### config.mk
export PLATFORM = sky130hd
export DESIGN_NAME = petbq_ram
export DESIGN_NICKNAME = d
export VERILOG_FILES = /design/src/hw/rtl/assert_macros.svh /design/src/hw/rtl/petbq_ram.sv
export SDC_FILE = /design/constraint.sdc
export NUM_CORES = 1
export LEC_CHECK = 0
export BUFFER_PORTS_ARGS = -buffer_cell sky130_fd_sc_hd__buf_2
export CORE_MARGIN = 8
export CORE_UTILIZATION = 50
export DETAILED_ROUTE_END_ITERATION = 16
export PLACE_DENSITY = 0.76
export SLEW_MARGIN = 20
export SYNTH_ARGS = -nofsm -noshare
export SYNTH_HDL_FRONTEND = slang
export SYNTH_SLANG_ARGS = --single-unit
### constraint.sdc
create_clock -name clock -period 5.78 [get_ports clock]
set_clock_uncertainty 0.05 [all_clocks]
set_input_delay 1.156 -clock clock [delete_from_list [all_inputs] [get_ports clock]]
set_output_delay 1.156 -clock clock [all_outputs]
set_load 0.005 [all_outputs]
### src/hw/rtl/assert_macros.svh
// assertion helper macros for the biquad block
// included by files that carry concurrent checks; no other dependencies
`ifndef ASSERT_MACROS_SVH
`define ASSERT_MACROS_SVH

// property must hold at every clock edge outside reset
`define ASSERT_HOLDS(label, clk, rst, prop, msg) \
   label: assert property (@(posedge clk) disable iff (rst) prop) else $error(msg);

// expression must never be true outside reset
`define ASSERT_NEVER(label, clk, rst, expr, msg) \
   `ASSERT_HOLDS(label, clk, rst, !(expr), msg)

`endif

### src/hw/rtl/petbq_ram.sv
// generic single-write, single-read ram with registered read data
// no dependencies
module petbq_ram #(
   parameter int WIDTH  = 8,
   parameter int DEPTH  = 16,
   parameter int ADDR_W = (DEPTH > 1) ? $clog2(DEPTH) : 1
) (
   input  logic              clock,
   input  logic              wr_en,
   input  logic [ADDR_W-1:0] wr_addr,
   input  logic [WIDTH-1:0]  wr_data,
   input  logic              rd_en,
   input  logic [ADDR_W-1:0] rd_addr,
   output logic [WIDTH-1:0]  rd_data
);

   logic [WIDTH-1:0] mem [DEPTH];
   logic [WIDTH-1:0] rd_data_ff;

   always_ff @(posedge clock) begin
      if (wr_en) begin
         mem[wr_addr] <= wr_data;
      end
      if (rd_en) begin
         rd_data_ff <= mem[rd_addr];
      end
   end

   assign rd_data = rd_data_ff;

endmodule

==> run summary, run 1 <==
Aggregate global routing overflow - 0
Routability cong. - 0.757
CP Capture Type - register
Avg WL per Cell - 24.3 um
CTS sink cnt - 136
Hold WC Path Type - register to register
Layout Utilization - 0.593
DRT Pass-1 Iters - 4
Latest clock arrival within the worst-skew pair - 0.51 ns
RSZ-0062 raised after global routing - false
Main combinational cell family by area after synthesis - multiplexers
Count of pins over their slew limit - 0
Crit path from - rd_addr[0]
Synth Instances - 229
Ports - 27
Avg Inst Size Synth - 22.8 um2
Post-synthesis net count - 248
Post-CTS Hold Buffers - 0
Cts bufs inserted - 17
Root buffer cell - clkbuf_8
Vias per cell - 5.80
Post-route antenna net violation count - 0
Min Hold Slack - 0.708 ns
CTS tree - built
Outcome - finished, final reports clean
Share of cells above drive strength 1 - 0.276
Worst-Margin Slew - 1.03 ns
Vias - 2409
Post-route DRC - 0
Worst IR Drop VDD - 0.178 mV
Total Die Area - 14000 um2
First-pass GRT wire length - 15100 um
Core ar. - 10200 um2
Post-DP Area - 5470 um2
Commonest non-fill, non-tap cell in the layout - edfxtp_1
Slew Limit Headroom - 0.316
Detailed Place HPWL - 6050 um
Min-delay src - mem[11][2]
Mux contribution to synthesized area - 0.148
Fin Setup TNS - 0 ns
Main area contributors after synthesis - edfxtp_1 (78%), mux4_2 (7.8%), mux4_1 (7.0%)
FMAX - 360 MHz
Most frequent cells in the layout - edfxtp_1 (136), buf_2 (26), mux4_2 (18)
Worst path arrival time - 2.98 ns
Final hold vios - 0
Final period util - 0.480
Area delta synth->final - 16.1%
Netlist cell types - 18
Initial antenna violation count - 0
Crit-path max FO - 32
DIE HEIGHT - 118 um
Leakage - 2.01 nW
Post-synthesis compound-gate area fraction - 0.0230
Count of final setup violators - 0
Power Density - 378 nW/um2
H-tree Lvls - 4
Crit start category - input port
R2r worst-path depth - 3
Iteration-0 DRC Markers - 261
Simple-Gate Fraction of Synth Area - 0.0314
Share of the synthesized area in the top cell type - 0.781
Worst EP required - 5.99 ns
Die X - 118 um
Hold path depth - 3
Reg2reg start - mem[11][4]
Final WL - 10100 um
Crit Path Class - input port to register
XOR/XNOR Fraction of Synth Area - 0
Vias in the first global route - 2575
Netlist Area Pre-Place - 5230 um2
Clk buf depth - 2
Seq cells post-synth - 136
Fin nets - 287
Worst setup margin - 3.01 ns
Rows - 37
Post-synthesis adder-cell area fraction - 0
Tot GR Track Use - 0.150
Synth area leader - edfxtp_1
Reg clk slew, reported paths - 0.06 ns
MaxCap Viol Count - 0
Starting Density - 0.511
Port Buffers - 26
Sequential element share of the synthesized area - 0.781
Post-cts sizing count - 0
Fin area - 6070 um2
Post-layout min period - 2.77 ns
Largest net degree at the start of global routing - 33
Warnings from Yosys - 0
Placement Setup Slack - 2.43 ns
Setup bufs post-CTS - 0
Antenna cell count - 0
[final timing paths]
check | to | slack (ns)
worst max-delay path | rd_data[0] | 3.01
worst min-delay path | rd_data[2] | 0.71
worst max register to register | rd_data[4] | 4.22
worst min register to register | rd_data[2] | 0.71
[power by group]
part	internal (mW)	switching, mW
Combinational	0.0387	0.0552
Clock	0.693	0.387
Sequential	1.11	0.00709
Total	1.84	0.449
[layout make-up]
type	count	area, um2
clock inverter	13	181
clock buffer	17	414
fill	707	4160
multi-input combinational	83	1060
timing repair buffer	30	160
sequential	136	4080
tap	136	170
[synth_stat cells]
cell / n
nor2b_1: 1
edfxtp_1: 136
and2b_1: 1
nand3b_1: 2
buf_4: 1
mux4_1: 14
nand2b_1: 2
clkdlybuf4s25_2: 3
a22oi_1: 16
nor2_1: 13
nand2_1: 9
buf_6: 3
or3b_2: 1
nor3_1: 4
mux4_2: 18
nand3_1: 1
buf_2: 3
and2_1: 1
[registers in the layout, indices dropped and copies added, names as in the netlist]
signal and count:
mem 128, rd_data 8
[cells by family after synthesis]
logic type      Yosys count
compound gates           16
buf+inv                  10
flops                   136
mux                      32
simple gates             35
[metrics by stage]
step | cells | power (mW)
final | 415 | 2.29
after detailed placement | 385 | 1.23
after floorplan | 229 | 1.19
after global routing | 415 | 2.35
after global placement | 385 | 1.23
after CTS | 415 | 2.31
[per-layer routing]
layer  vias to the layer above  wire [um]  global-route usage
met3                         7        632              0.0414
met1                      1240       4280               0.187
met4                         0        102              0.0873
met2                       105       5070               0.232
met5                         -          0                   0
li1                       1057          -                   -
[critical path, cell delays in order]
cell,delay (ns)
buf_2,0.75
mux4_1,0.66
a22oi_1,0.30
nand2_1,0.08
Power figures use the tool's default switching activity.
==> run 2: changes to the inputs <==
--- a/config.mk
+++ b/config.mk
@@ -5,6 +5,7 @@
 export SDC_FILE = /design/constraint.sdc
 export NUM_CORES = 1
 export LEC_CHECK = 0
+export ABC_AREA = 1
 export BUFFER_PORTS_ARGS = -buffer_cell sky130_fd_sc_hd__buf_2
 export CORE_MARGIN = 8
 export CORE_UTILIZATION = 50
==> constraint.sdc (replaced) <==
create_clock -name clock -period 2.7 [get_ports clock]
set_clock_uncertainty 0.05 [all_clocks]
set_input_delay 0.54 -clock clock [delete_from_list [all_inputs] [get_ports clock]]
set_output_delay 0.54 -clock clock [all_outputs]
set_load 0.005 [all_outputs]
==> run summary, run 2 <==
Avg WL per Cell - 18.3 um
Outcome - finished, final reports clean
Ports - 27
Commonest non-fill, non-tap cell in the layout - nand2_1
Crit-path max FO - 33
Worst path arrival time - 1.99 ns
Worst IR Drop VDD - 0.474 mV
Max reg flops - 128
Leakage - 2.82 nW
Tot GR Track Use - 0.186
DIE HEIGHT - 124 um
Worst EP required - 2.81 ns
Total Die Area - 15400 um2
Power Density - 746 nW/um2
Die X - 124 um
Fin cells - 732
Aggregate global routing overflow - 0
Port Buffers - 26
Vias per cell - 5.35
Synth area leader - edfxtp_1
Worst-Margin Slew - 0.853 ns
FMAX - 531 MHz
Reg clk slew, reported paths - 0.06 ns
Root buffer cell - clkbuf_16
Crit Path Class - input port to register
Fin nets - 595
Post-synthesis net count - 570
MaxCap Viol Count - 0
DRT Pass-1 Iters - 6
First-pass GRT wire length - 21000 um
Hold WC Path Type - input port to register
Most frequent cells in the layout - nand2_1 (173), edfxtp_1 (136), inv_1 (100)
Synth Instances - 551
Most common cell in the netlist - nand2_1
Avg Inst Size Synth - 10.6 um2
Main area contributors after synthesis - edfxtp_1 (70%), nand2_1 (11%), nand3_1 (8.3%)
Core ar. - 11400 um2
Netlist Area Pre-Place - 5850 um2
Warnings from Yosys - 0
Vias - 3919
Starting Density - 0.512
Fin Setup TNS - 0 ns
Sequential element share of the synthesized area - 0.698
Share of cells above drive strength 1 - 0.102
Post-layout min period - 1.88 ns
Ys async rst share - 0
Share of the synthesized area in the top cell type - 0.698
Antenna cell count - 0
Filler Cell Count - 928
Cts bufs inserted - 17
Top post-synthesis cells by count - nand2_1 (173), edfxtp_1 (136), inv_1 (100)
Post-route DRC - 0
Vias in the first global route - 3895
Post-CTS Hold Buffers - 0
Iteration-0 DRC Markers - 519
CTS tree - built
Area delta synth->final - 13.2%
Seq cells post-synth - 136
Post-route antenna net violation count - 0
Synth Flop Type - edfxtp_1
Netlist cell types - 11
Count of pins over their slew limit - 0
Post-cts sizing count - 0
DP Cell Count - 700
Count of final setup violators - 0
Rows - 39
CTS sink cnt - 136
Routability cong. - 0.926
Number of synthesized flops with an enable pin - 136
Slew Limit Headroom - 0.429
H-tree Lvls - 4
CP Capture Type - register
Setup bufs post-CTS - 0
Detailed Place HPWL - 8430 um
Latest clock arrival within the worst-skew pair - 0.42 ns
Final period util - 0.698
Initial antenna violation count - 0
Final hold vios - 0
Clk buf depth - 2
Final WL - 13400 um
Crit start category - input port
Largest net degree at the start of global routing - 65
Largest Register - mem
RSZ-0062 raised after global routing - false
[run 2: report_power, final]
group,leakage (nW),switching (mW),total [mW],internal [mW]
logic,1.32,0.203,0.278,0.0753
registers,1.24,0.0150,2.40,2.38
clock network,0.270,0.829,2.26,1.44
[run 2: cells by family (layout without fill, tap and decap cells)]
kind of cell	after synthesis	after routing	share of synthesized area
simple gates	289	289	0.208
flops	136	136	0.698
buf+inv	126	164	0.0939
[run 2: cell type report]
class,instances,area [um2],share of cell area
clock buffer,18,429,0.0648
timing repair buffer,30,173,0.0261
multi-input combinational,289,1210,0.183
sequential,136,4080,0.617
clock inverter,14,158,0.0238
tap,143,179,0.0270
inverter,102,383,0.0578
[run 2: critical path, stage by stage]
cell and delay (ns):
buf_2 0.51, inv_2 0.44, nand3_1 0.19, nand3_1 0.12, nand3_1 0.13, nand2_1 0.06
[run 2: path summary, 6_finish.rpt]
kind                                  from  depth (start not counted)  slack, ns         end
worst min-delay path                 rd_en                          1       0.43  rd_data[7]
worst max-delay path            rd_addr[1]                          6       0.82  rd_data[3]
worst min register to register  mem[12][2]                          6       0.69  rd_data[2]
worst max register to register   mem[7][6]                          6       1.46  rd_data[6]
[run 2: metal layers]
layer  track usage  up-vias  routed length (um)
met4         0.103        0                 396
met1         0.240     1848                5500
met2         0.286      199                6400
li1              -     1835                   -
met5             0        -                   0
met3        0.0444       37                1070
[run 2: per-stage QoR]
stage / setup WS [ns] / total power [mW] / util / hold WS, ns / instance area (um2)
final: 0.816 / 4.94 / 0.580 / 0.425 / 6620
after global routing: 0.720 / 5.08 / 0.580 / 0.424 / 6620
after CTS: 0.858 / 4.96 / 0.580 / 0.417 / 6620
after detailed placement: 0.440 / 2.71 / 0.528 / 0.693 / 6030
after global placement: 0.505 / 2.71 / 0.528 / 0.707 / 6030
after floorplan: 1.16 / 2.60 / - / 0.589 / 5850
