File: config.mk
export PLATFORM = sky130hd
export DESIGN_NAME = petbq_round
export DESIGN_NICKNAME = d
export VERILOG_FILES = /design/src/hw/rtl/assert_macros.svh /design/src/hw/rtl/petbq_pkg.sv /design/src/hw/rtl/petbq_round.sv
export SDC_FILE = /design/constraint.sdc
export NUM_CORES = 1
export LEC_CHECK = 0
export ABC_AREA = 1
export BUFFER_PORTS_ARGS = -buffer_cell sky130_fd_sc_hd__buf_2
export CAP_MARGIN = 30
export CORE_UTILIZATION = 37
export DETAILED_ROUTE_END_ITERATION = 8
export PLACE_DENSITY = 0.81
export SLEW_MARGIN = 10
export SYNTH_ARGS = -nofsm -noshare
export SYNTH_HDL_FRONTEND = slang
export SYNTH_SLANG_ARGS = --single-unit
File: constraint.sdc
create_clock -name vclk -period 3.03
set_input_delay 0.4545 -clock vclk [all_inputs]
set_output_delay 0.4545 -clock vclk [all_outputs]
set_load 0.01 [all_outputs]
File: src/hw/rtl/assert_macros.svh
// assertion helper macros for the biquad block
// included by files that carry concurrent checks; no other dependencies
`ifndef ASSERT_MACROS_SVH
`define ASSERT_MACROS_SVH

// property must hold at every clock edge outside reset
`define ASSERT_HOLDS(label, clk, rst, prop, msg) \
   label: assert property (@(posedge clk) disable iff (rst) prop) else $error(msg);

// expression must never be true outside reset
`define ASSERT_NEVER(label, clk, rst, expr, msg) \
   `ASSERT_HOLDS(label, clk, rst, !(expr), msg)

`endif

File: src/hw/rtl/petbq_pkg.sv
// shared types, widths and register codes for the per-element biquad
// no dependencies; imported by every module of the block but petbq_ram
package petbq_pkg;

   localparam int SAMPLE_BITS    = 16;
   localparam int INDEX_BITS     = 16;
   localparam int COEF_BITS      = 18;
   localparam int COEF_FRAC      = 14;
   localparam int HIST_FRAC      = 8;
   localparam int HIST_BITS      = SAMPLE_BITS + HIST_FRAC;
   localparam int FRAME_ELEMENTS = 65536;
   localparam int ADDR_BITS      = (FRAME_ELEMENTS > 1) ? $clog2(FRAME_ELEMENTS) : 1;
   localparam int NUM_REGS       = 5;
   localparam int CSR_INDEX_BITS = 3;

   // datapath widths
   localparam int PROD_X_BITS = COEF_BITS + SAMPLE_BITS;
   localparam int PROD_Y_BITS = COEF_BITS + HIST_BITS;
   localparam int FF_BITS     = PROD_X_BITS + 2;
   localparam int FB_BITS     = PROD_Y_BITS + 1;
   localparam int ACC_BITS    = FF_BITS + HIST_FRAC + 2;

   localparam logic signed [COEF_BITS-1:0] COEF_ONE  = COEF_BITS'(1 << COEF_FRAC);
   localparam logic signed [COEF_BITS-1:0] COEF_ZERO = '0;

   typedef enum logic [CSR_INDEX_BITS-1:0] {
      REG_B0 = '0,
      REG_B1,
      REG_B2,
      REG_A1,
      REG_A2
   } csr_reg_type;

   typedef struct packed {
      logic signed [COEF_BITS-1:0] b0;
      logic signed [COEF_BITS-1:0] b1;
      logic signed [COEF_BITS-1:0] b2;
      logic signed [COEF_BITS-1:0] a1;
      logic signed [COEF_BITS-1:0] a2;
   } coef_set_type;

   // one element's history entry
   typedef struct packed {
      logic signed [SAMPLE_BITS-1:0] x1;
      logic signed [SAMPLE_BITS-1:0] x2;
      logic signed [HIST_BITS-1:0]   y1;
      logic signed [HIST_BITS-1:0]   y2;
   } hist_type;

   localparam int STATE_BITS = $bits(hist_type);

   // fields carried down the pipe for write-back
   typedef struct packed {
      logic [INDEX_BITS-1:0]         index;
      logic signed [SAMPLE_BITS-1:0] x;
      logic signed [SAMPLE_BITS-1:0] x1;
      logic signed [HIST_BITS-1:0]   y1;
   } carry_type;

   typedef struct packed {
      carry_type                  carry;
      logic signed [ACC_BITS-1:0] acc;
   } acc_stage_type;

   typedef struct packed {
      logic signed [HIST_BITS-1:0]   ynew;
      logic signed [SAMPLE_BITS-1:0] filtered;
      logic                          clipped;
   } round_out_type;

   typedef struct packed {
      logic s2;
      logic s3;
      logic s4;
   } pipe_en_type;

   typedef struct packed {
      logic [INDEX_BITS-1:0] s2;
      logic [INDEX_BITS-1:0] s3;
   } inflight_type;

   function automatic logic [ADDR_BITS-1:0] elem_addr(input logic [INDEX_BITS-1:0] index);
      return ADDR_BITS'(index % FRAME_ELEMENTS);
   endfunction

endpackage

File: src/hw/rtl/petbq_round.sv
// rounding and saturation of the accumulator to stored history and sample result
// depends on petbq_pkg
module petbq_round (
   input  petbq_pkg::acc_stage_type stage,
   output petbq_pkg::round_out_type result
);
   import petbq_pkg::*;

   localparam int YW = ACC_BITS - COEF_FRAC;
   localparam logic signed [YW-1:0] Y_MAX = YW'((1 << (HIST_BITS - 1)) - 1);
   localparam logic signed [YW-1:0] Y_MIN = ~Y_MAX;
   localparam logic signed [HIST_BITS-1:0]   HIST_MAX = {1'b0, {(HIST_BITS-1){1'b1}}};
   localparam logic signed [HIST_BITS-1:0]   HIST_MIN = ~HIST_MAX;
   localparam logic signed [SAMPLE_BITS-1:0] RES_MAX  = {1'b0, {(SAMPLE_BITS-1){1'b1}}};
   localparam logic signed [SAMPLE_BITS-1:0] RES_MIN  = ~RES_MAX;
   localparam logic signed [ACC_BITS-1:0]    HALF_Y   = ACC_BITS'(1 << (COEF_FRAC - 1));
   localparam logic [HIST_BITS:0]            HALF_R   = (HIST_BITS+1)'(1 << (HIST_FRAC - 1));

   logic signed [ACC_BITS-1:0]    acc_rnd;
   logic signed [YW-1:0]          y_full;
   logic                          y_hi, y_lo;
   logic signed [HIST_BITS-1:0]   y_sat;
   logic [HIST_BITS:0]            r_sum;
   logic [SAMPLE_BITS:0]          r_full;
   logic                          r_clip;
   logic signed [SAMPLE_BITS-1:0] r_sat;

   always_comb begin
      // half-up rounding to 8 fraction bits, then clamp to history width
      acc_rnd = stage.acc + HALF_Y;
      y_full  = YW'(acc_rnd >>> COEF_FRAC);
      y_hi    = y_full > Y_MAX;
      y_lo    = y_full < Y_MIN;
      if (y_hi) begin
         y_sat = HIST_MAX;
      end else if (y_lo) begin
         y_sat = HIST_MIN;
      end else begin
         y_sat = HIST_BITS'(y_full);
      end
      // half-up rounding to integer, then clamp to sample width
      r_sum  = {y_sat[HIST_BITS-1], y_sat} + HALF_R;
      r_full = r_sum[HIST_BITS:HIST_FRAC];
      r_clip = r_full[SAMPLE_BITS] != r_full[SAMPLE_BITS-1];
      if (r_clip) begin
         r_sat = r_full[SAMPLE_BITS] ? RES_MIN : RES_MAX;
      end else begin
         r_sat = r_full[SAMPLE_BITS-1:0];
      end
   end

   assign result.ynew     = y_sat;
   assign result.filtered = r_sat;
   assign result.clipped  = y_hi | y_lo | r_clip;

endmodule

==> results of run 1 <==
==> critical path: stages <==
cell and delay [ps]:
buf_4 110, nand2_1 80, nor2_1 240, nand2_1 150, nor2_2 150, nand3b_1 110
nand2_2 80, nand3_1 70, nor2_1 160, nand2_2 160, nand2_8 150, buf_12 130
nand2_2 60, nand2_4 80, nand2_2 70, nor2_2 150, nand2_4 90, nor2_4 130
buf_4 170, nand3_4 120, nand2_1 140, nand2_1 100, buf_2 150
==> path summary, 6_finish.rpt <==
kind,startpoint,cells after the start,slack [ps],endpoint
min,stage[14],5,1310,result[17]
max,stage[31],23,-750,result[9]
==> what timing repair did <==
item,in CTS,in global routing
pin swaps,35,47
hold buffers,0,0
cloned,2,2
buffers inserted,7,19
gates resized for setup,59,80
setup endpoints to repair,17,19
==> routing by layer <==
| metal | GRT usage [%] | up-vias |
|---|---|---|
| met5 | 0 | - |
| met4 | 11.1 | 0 |
| met3 | 1.38 | 109 |
| met2 | 56.6 | 264 |
| met1 | 30.9 | 1562 |
| li1 | - | 1492 |
==> per-stage QoR <==
stage                     area, um2  setup slack, ps  util (%)  total power (uW)  cells
final                          4140             -750      86.5               569    623
after global routing           4140             -954      86.5               596    623
after CTS                      3640             -415      76.0               471    602
after detailed placement       3330             -619      69.6               423    593
after global placement         3330             -464      69.6               409    593
after floorplan                2020             -148         -               219    339
==> final cells by class <==
cell class	instances	area, um2
timing repair buffer	218	1650
fill	229	648
tap	67	83.8
inverter	23	88.8
multi-input combinational	315	2310
==> placed cells by master, fill, tap and decap left out, drive strengths merged, types with 4 or more instances in the layout <==
cell type,Yosys,layout
buf,3,217
inv,23,23
nand2,168,170
nand3,18,19
nand3b,5,5
nand4,6,6
nor2,64,64
nor3,4,4
o21ai,10,10
xnor2,13,13
xor2,21,21
==> cell families after synthesis <==
group | share of synthesized area, %
simple gates | 72.0
buf+inv | 7.04
fa+ha+maj | 1.34
xor+xnor | 17.0
compound gates | 2.68
==> report_power, final <==
group | internal (uW) | switching, uW | leakage [uW]
Combinational | 265 | 304 | 0.00208
Clock | 0 | 0 | 0
Sequential | 0 | 0 | 0
==> results.tsv, run 1 <==
stage	metric	value	unit
global_routing	grt_max_degree	10	
sta	finalWorstSetupSlack	-750	ps
yosys	synth_most_common_cell	nand2_1	
yosys	synth_area_leader_cell	nand2_1	
yosys	yosys-top-cells-area	nand2_1, nand2_2, xor2_1	
yosys	synth_area	0.00187	mm2
power	p_per_area	137	mW/mm2
sta	hold-worst-slack	1310	ps
yosys	synth.distinct_cells	25	
sta	worstMarginPinSlew	376	ps
yosys	syn_nets	459	
cells_and_area	drive_gt1_share	66.5	%
run	maxCapViolations	0	
global_routing	grt_pass1_vias	2810	
power	ir_worst_vdd	0.0000906	V
yosys	ys_top_cells_by_count	nand2_1, nor2_1, nand2_2, inv_1, xor2_1	
sta	finalSetupViolCount	19	
global_routing	antenna_found_initial	0	
sta	fin_crit_sh	125	%
placement	io_buffers	74	
routing	route.met3.wl	970	um
critical_path	cp_max_fo	7	
floorplan	die_y	73.0	um
routing	dr.max_layer_used	met4	
critical_path	crit_type	primary input to output port	
cells_and_area	final-seq-area	0	um2
sta	slew_violations	0	
global_routing	grt_pass1_wl	12100	um
critical_path	cp.arrival	3330	ps
routing	wl_met2	5520	um
floorplan	die_w	73.0	um
floorplan	ios	159	
sta	rsz0062_at_grt	true	
cells_and_area	area_delta_synth_final	122	%
critical_path	cp-end-kind	output port	
routing	num_vias	3427	
routing	ant_nets	0	
outcome	violations	negative setup slack	
floorplan	coreArea	0.00479	mm2
placement	hpwl	5780	um
min_path	hp-class	primary input to output port	
global_routing	grt-ovfl-total	0	
yosys	yosysTopAreaCellShare	24.9	%
cells_and_area	num-clock-buffers	0	
yosys	yosys_warnings	0	
power	leakagePower	0.00208	uW
routing	viasPerCell	5.50	
critical_path	critical_path_required	2580	ps
yosys	synth.avg_cell_area	5.50	um2
routing	drt-initial-drc-count	248	
critical_path	startpoint_type	primary input	
floorplan	initial_utilization	39.0	%
yosys	ys_seq_area_share	0	%
routing	routed_wl	10700	um
yosys	synth_cells	339	
sta	max_freq	0.265	GHz
routing	drc_errors	0	
sta	fin_crit	3780	ps
global_routing	grt_use_total	28.4	%
routing	drt-met1-wl	3450	um
floorplan	placementRows	25	
floorplan	die_area	0.00533	mm2
cells_and_area	diodes	0	
outcome	status	complete, but fails checks	
routing	wl_per_cell	17.2	um
sta	max_slew_margin	74.9	%
cells_and_area	final_nets	678	
routing	drt_first_pass_iters	5	
sta	hold_viol_final	0	
sta	setup_tns	-10830	ps
placement	place_congestion	0.947	
cells_and_area	seq_cells	0	
(Power assumes the default switching activity.)
==> run 2: changes to the inputs <==
MAX_ROUTING_LAYER = met4   (was not set)
==> results.tsv, run 2 (same netlist as run 1, synthesis figures left out) <==
stage	metric	value	unit	change
placement	place_congestion	0.964		+1.8%
cells_and_area	seq_cells	0		unchanged
critical_path	crit_chain	buf_2, nand2_2, nor2_2, nand2_2, nor2_4, nand3b_1, nand2_2, nand3_2, nor2_1, nand2_1, nand2_4, buf_12, nand2_1, nand2_2, nand2_2, nor2_4, nand2_4, o21ai_2, nand2_2, nand2_4, buf_12, nand2_4, buf_6		
critical_path	crit_type	primary input to output port		
floorplan	ios	159		unchanged
power	sw_frac_of_total	52.8	%	-0.63 points
sta	hold-worst-slack	1330	ps	+19.4 ps
critical_path	crit_family	simple AND/OR/NAND/NOR gates		
placement	placed_cells	593		unchanged
power	p_per_area	133	mW/mm2	-3.3%
global_routing	grt_max_degree	10		unchanged
critical_path	cp-endpoint	result[8]		
power	p_total	532	uW	-6.5%
power	power_switching	281	uW	-7.6%
cells_and_area	final_nets	674		-0.59%
cells_and_area	final_cell_mix	buf_4, nand2_1, buf_2, nand2_2, nand2_4		
cells_and_area	num-clock-buffers	0		unchanged
global_routing	antenna_found_initial	0		unchanged
global_routing	grt.met3_usage	2.62	%	+1.2 points
critical_path	crit_path_frequent_cell	nand2_2		
power	pwr-share-seq	0	%	unchanged
critical_path	crit_buf_inv	4		unchanged
critical_path	critical_path_required	2580	ps	about the same
sta	slew_violations	0		unchanged
run	maxCapViolations	0		unchanged
power	leakagePower	0.00200	uW	-3.9%
global_routing	grt_pass1_wl	12900	um	+6.6%
clock_tree	cts_hold_buf	0		unchanged
cells_and_area	finish.utilization	83.6	%	-2.8 points
routing	ant_nets	0		unchanged
outcome	violations	negative setup slack		
sta	fin_crit_sh	121	%	-3.8 points
global_routing	met2_usage	60.0	%	+3.4 points
sta	max_slew_margin	66.9	%	-7.9 points
global_routing	grt_use_total	31.4	%	+3.0 points
routing	drt-initial-drc-count	199		-20%
power	internal-power	251	uW	-5.2%
cells_and_area	diodes	0		unchanged
global_routing	busiest_layer	met2		
critical_path	cp.arrival	3210	ps	-120 ps
cells_and_area	drive_gt1_share	65.8	%	-0.79 points
sta	finalWorstSetupSlack	-636	ps	+114 ps
critical_path	startpoint_type	primary input		
global_routing	grt_pass1_vias	2985		+6.2%
placement	io_buffers	74		unchanged
critical_path	slowest_stage	nor2_2		
outcome	status	complete, but fails checks		
sta	hold_viol_final	0		unchanged
global_routing	grtUsageMet1	31.5	%	+0.66 points
critical_path	cp_max_fo	7		unchanged
critical_path	cp-startpoint	stage[18]		
routing	viasPerCell	5.25		-4.6%
floorplan	die_y	73.0	um	unchanged
routing	drt_first_pass_iters	6		+1
critical_path	crit_cells	23		unchanged
routing	num_vias	3250		-5.2%
cells_and_area	final-seq-area	0	um2	unchanged
sta	worstMarginPinSlew	494	ps	+118 ps
routing	drc_errors	0		unchanged
power	p_comb_share	100.0	%	about the same
min_path	hp-class	primary input to output port		
floorplan	placementRows	25		unchanged
routing	wl_per_cell	15.7	um	-8.7%
cells_and_area	layout_commonest_cell	buf_4		
placement	hpwl	5860	um	+1.3%
global_routing	grt-ovfl-total	0		unchanged
floorplan	initial_utilization	39.0	%	unchanged
floorplan	coreArea	0.00479	mm2	unchanged
floorplan	die_area	0.00533	mm2	unchanged
routing	routed_wl	9740	um	-9.3%
power	p_clk_share	0	%	unchanged
critical_path	max_stage_delay	160	ps	-80 ps
sta	rsz0062_at_grt	true		
cells_and_area	area_delta_synth_final	115	%	
cells_and_area	fin_cells	619		-0.64%
power	ir_worst_vdd	0.0000992	V	+9.5%
sta	fin_crit	3670	ps	-114 ps
critical_path	cp-end-kind	output port		
sta	finalSetupViolCount	24		+5
floorplan	die_w	73.0	um	unchanged
sta	max_freq	0.273	GHz	+3.1%
-- run 2: worst min-delay path by stage --
stage / startpoint / end / slack, ps / cells past startpoint
detailed placement: stage[14] / result[17] / 1350 / 5
CTS: stage[13] / result[17] / 1310 / 5
global placement: stage[14] / result[17] / 1340 / 5
finish: stage[13] / result[17] / 1330 / 5
floorplan: stage[45] / result[40] / 1000 / 1
global route: stage[13] / result[17] / 1370 / 5
-- run 2: metal layers --
metal  vias up  share of wire, %
li1       1483                 -
met1      1494                34
met2       220                54
met3        53               7.1
met4         0               4.3
met5         -                 0
-- run 2: repair_timing --
| item | 4_1_cts | 5_1_grt |
|---|---|---|
| pin swaps | 39 | 36 |
| cloned | 1 | 2 |
| gates resized for setup | 63 | 57 |
| setup endpoints to repair | 17 | 23 |
| setup buffers | 18 | 5 |
-- run 2: power groups by stage --
stage,Combinational [uW],Sequential (uW),Clock [uW]
5_1_grt,561,0,0
3_5_place_dp,423,0,0
4_1_cts,477,0,0
6_report,532,0,0
2_1_floorplan,219,0,0
3_3_place_gp,409,0,0
-- run 2: area by class of cell --
| class | count | area [um2] |
|---|---|---|
| fillers | 282 | 783 |
| repair buffers | 215 | 1620 |
| multi-input cells | 314 | 2210 |
| well taps | 67 | 83.8 |
| inverters | 23 | 88.8 |
-- run 2: per-stage QoR --
| stage | setup slack [ps] | area, um2 | setup TNS [ps] |
|---|---|---|---|
| 5_1_grt | -761 | 4000 | -13600 |
| 3_5_place_dp | -560 | 3330 | -8620 |
| 6_report | -636 | 4000 | -10690 |
| 2_1_floorplan | -148 | 2020 | -1610 |
| 3_3_place_gp | -464 | 3330 | -7030 |
| 4_1_cts | -400 | 3750 | -6200 |
==> run 3: changes to the inputs <==
CORE_ASPECT_RATIO = 0.9   (was not set)
CORE_UTILIZATION = 29   (was 37)
PLACE_DENSITY = 0.66   (was 0.81)
==> results.tsv, run 3 (same netlist as run 1, synthesis figures left out) <==
stage	metric	value	unit	change
sta	finalWorstSetupSlack	-472	ps	+164 ps
min_path	holdCritStartpoint	stage[13]		
critical_path	crit_buf_inv	5		+1
placement	placed_cells	602		+1.5%
sta	max_freq	0.286	GHz	+4.7%
critical_path	cp-end-kind	output port		
critical_path	cp_max_fo	6		-1
power	internal-power	247	uW	-1.6%
critical_path	crit_family	simple AND/OR/NAND/NOR gates		
global_routing	grt_use_total	21.5	%	-9.9 points
outcome	status	complete, but fails checks		
power	sw_frac_of_total	51.9	%	-0.97 points
routing	num_vias	2825		-13%
global_routing	grt_pass1_vias	2734		-8.4%
sta	fin_crit_sh	116	%	-5.4 points
power	p_clk_share	0	%	unchanged
power	leakagePower	0.00191	uW	-4.6%
min_path	hold_path_depth	5		unchanged
floorplan	placementRows	27		+8.0%
critical_path	cp-startpoint	stage[22]		
routing	drc_errors	0		unchanged
critical_path	cp.arrival	3050	ps	-160 ps
floorplan	coreArea	0.00615	mm2	+28%
sta	setup_tns	-7450	ps	+3240 ps
global_routing	grt-ovfl-total	0		unchanged
run	maxCapViolations	0		unchanged
cells_and_area	fillers	537		+90%
power	power_switching	266	uW	-5.3%
critical_path	startpoint_type	primary input		
cells_and_area	final_nets	656		-2.7%
routing	drt_first_pass_iters	4		-2
floorplan	initial_utilization	30.3	%	-8.6 points
routing	viasPerCell	4.55		-13%
routing	drt-initial-drc-count	103		-48%
cells_and_area	num-clock-buffers	0		unchanged
cells_and_area	final_cell_mix	buf_4, nand2_1, buf_2, nand2_2, nand2_4		
sta	slew_violations	0		unchanged
power	p_comb_share	100.0	%	about the same
clock_tree	cts_hold_buf	0		unchanged
critical_path	crit_chain	buf_2, nand2_1, nor2_1, nand3_1, nor2_1, xnor2_1, nor2_1, nand2_1, nand2_4, buf_12, buf_6, nand2_4, nand2_4, nand2_2, nor2_2, nand2_2, nor2_4, buf_4, nand3_4, nand2_2, nand2_1, buf_2		
floorplan	die_y	78.1	um	+7.0%
cells_and_area	final-seq-area	0	um2	unchanged
routing	wl_per_cell	12.4	um	-21%
routing	ant_nets	0		unchanged
placement	hpwl	5800	um	-0.91%
critical_path	max_stage_delay	220	ps	+60 ps
sta	worstMarginPinSlew	399	ps	-95.2 ps
sta	hold-worst-slack	1310	ps	-17.5 ps
floorplan	ios	159		unchanged
floorplan	die_w	86.5	um	+19%
cells_and_area	diodes	0		unchanged
global_routing	grt_max_degree	17		+7
floorplan	die_area	0.00676	mm2	+27%
critical_path	crit_type	primary input to output port		
placement	place_congestion	0.890		-7.7%
sta	max_slew_margin	73.3	%	+6.4 points
power	ir_worst_vdd	0.0000460	V	-54%
cells_and_area	finish.utilization	63.9	%	-20 points
sta	fin_crit	3500	ps	-164 ps
global_routing	grt_pass1_wl	11800	um	-8.4%
power	pwr-share-seq	0	%	unchanged
routing	routed_wl	7720	um	-21%
sta	hold_viol_final	0		unchanged
cells_and_area	seq_cells	0		unchanged
sta	finalSetupViolCount	17		-29%
global_routing	antenna_found_initial	0		unchanged
min_path	min_to	result[17]		
cells_and_area	area_delta_synth_final	111	%	
cells_and_area	drive_gt1_share	65.0	%	-0.78 points
critical_path	critical_path_required	2580	ps	about the same
critical_path	slowest_stage	nor2_1		
cells_and_area	layout_commonest_cell	buf_4		
outcome	violations	negative setup slack		
placement	place_ws	-675	ps	-115 ps
placement	io_buffers	74		unchanged
min_path	hp-class	primary input to output port		
power	p_per_area	131	mW/mm2	-1.7%
sta	rsz0062_at_grt	true		
cells_and_area	fin_cells	621		+0.32%
==> run 3: cell count changes in the layout (fill, tap and decap cells not counted), moves of 4 or more <==
| cell | change |
|---|---|
| nor2_2 | -7 |
| nand2_1 | -6 |
| buf_4 | -17 |
| nand2_2 | +4 |
| nor2_1 | +6 |
| buf_12 | -4 |
| nand2_8 | +4 |
==> run 3: power by group through the flow <==
stage	Clock [uW]	Combinational, uW	Sequential (uW)
floorplan	0	219	0
global placement	0	402	0
detailed placement	0	410	0
CTS	0	467	0
global route	0	552	0
finish	0	513	0
==> run 3: per-stage QoR <==
step           instance area, um2  total power, uW
5_1_grt                      3930              552
2_1_floorplan                2020              219
3_5_place_dp                 3240              410
3_3_place_gp                 3240              402
4_1_cts                      3610              467
6_report                     3930              513
==> run 3: layout make-up <==
class                      instances  area (um2)  area share (%)
tap                               87         109            2.77
inverter                          23        88.8            2.26
timing repair buffer             196        1430            36.3
multi-input combinational        315        2300            58.6
==> run 3: timing repair <==
action / in CTS / in global routing
gates resized for setup: 57 / 73
setup endpoints to repair: 17 / 27
pin swaps: 38 / 51
setup buffers: 10 / 6
gates cloned: 1 / 2
==> run 3: worst max path at each step <==
stage | end | slack [ps] | cells past startpoint
6_report | result[5] | -470 | 22
5_1_grt | result[8] | -640 | 23
4_1_cts | result[14] | -460 | 25
3_5_place_dp | result[0] | -680 | 23
3_3_place_gp | result[0] | -630 | 22
2_1_floorplan | result[10] | -150 | 21
==> run 3: per-layer routing <==
metal	vias up	track usage [%]	share of wire, %
met5	-	-	0
met4	0	2.17	0.87
met3	7	0.210	3.5
met2	75	41.7	55
met1	1296	25.5	40
li1	1447	-	-
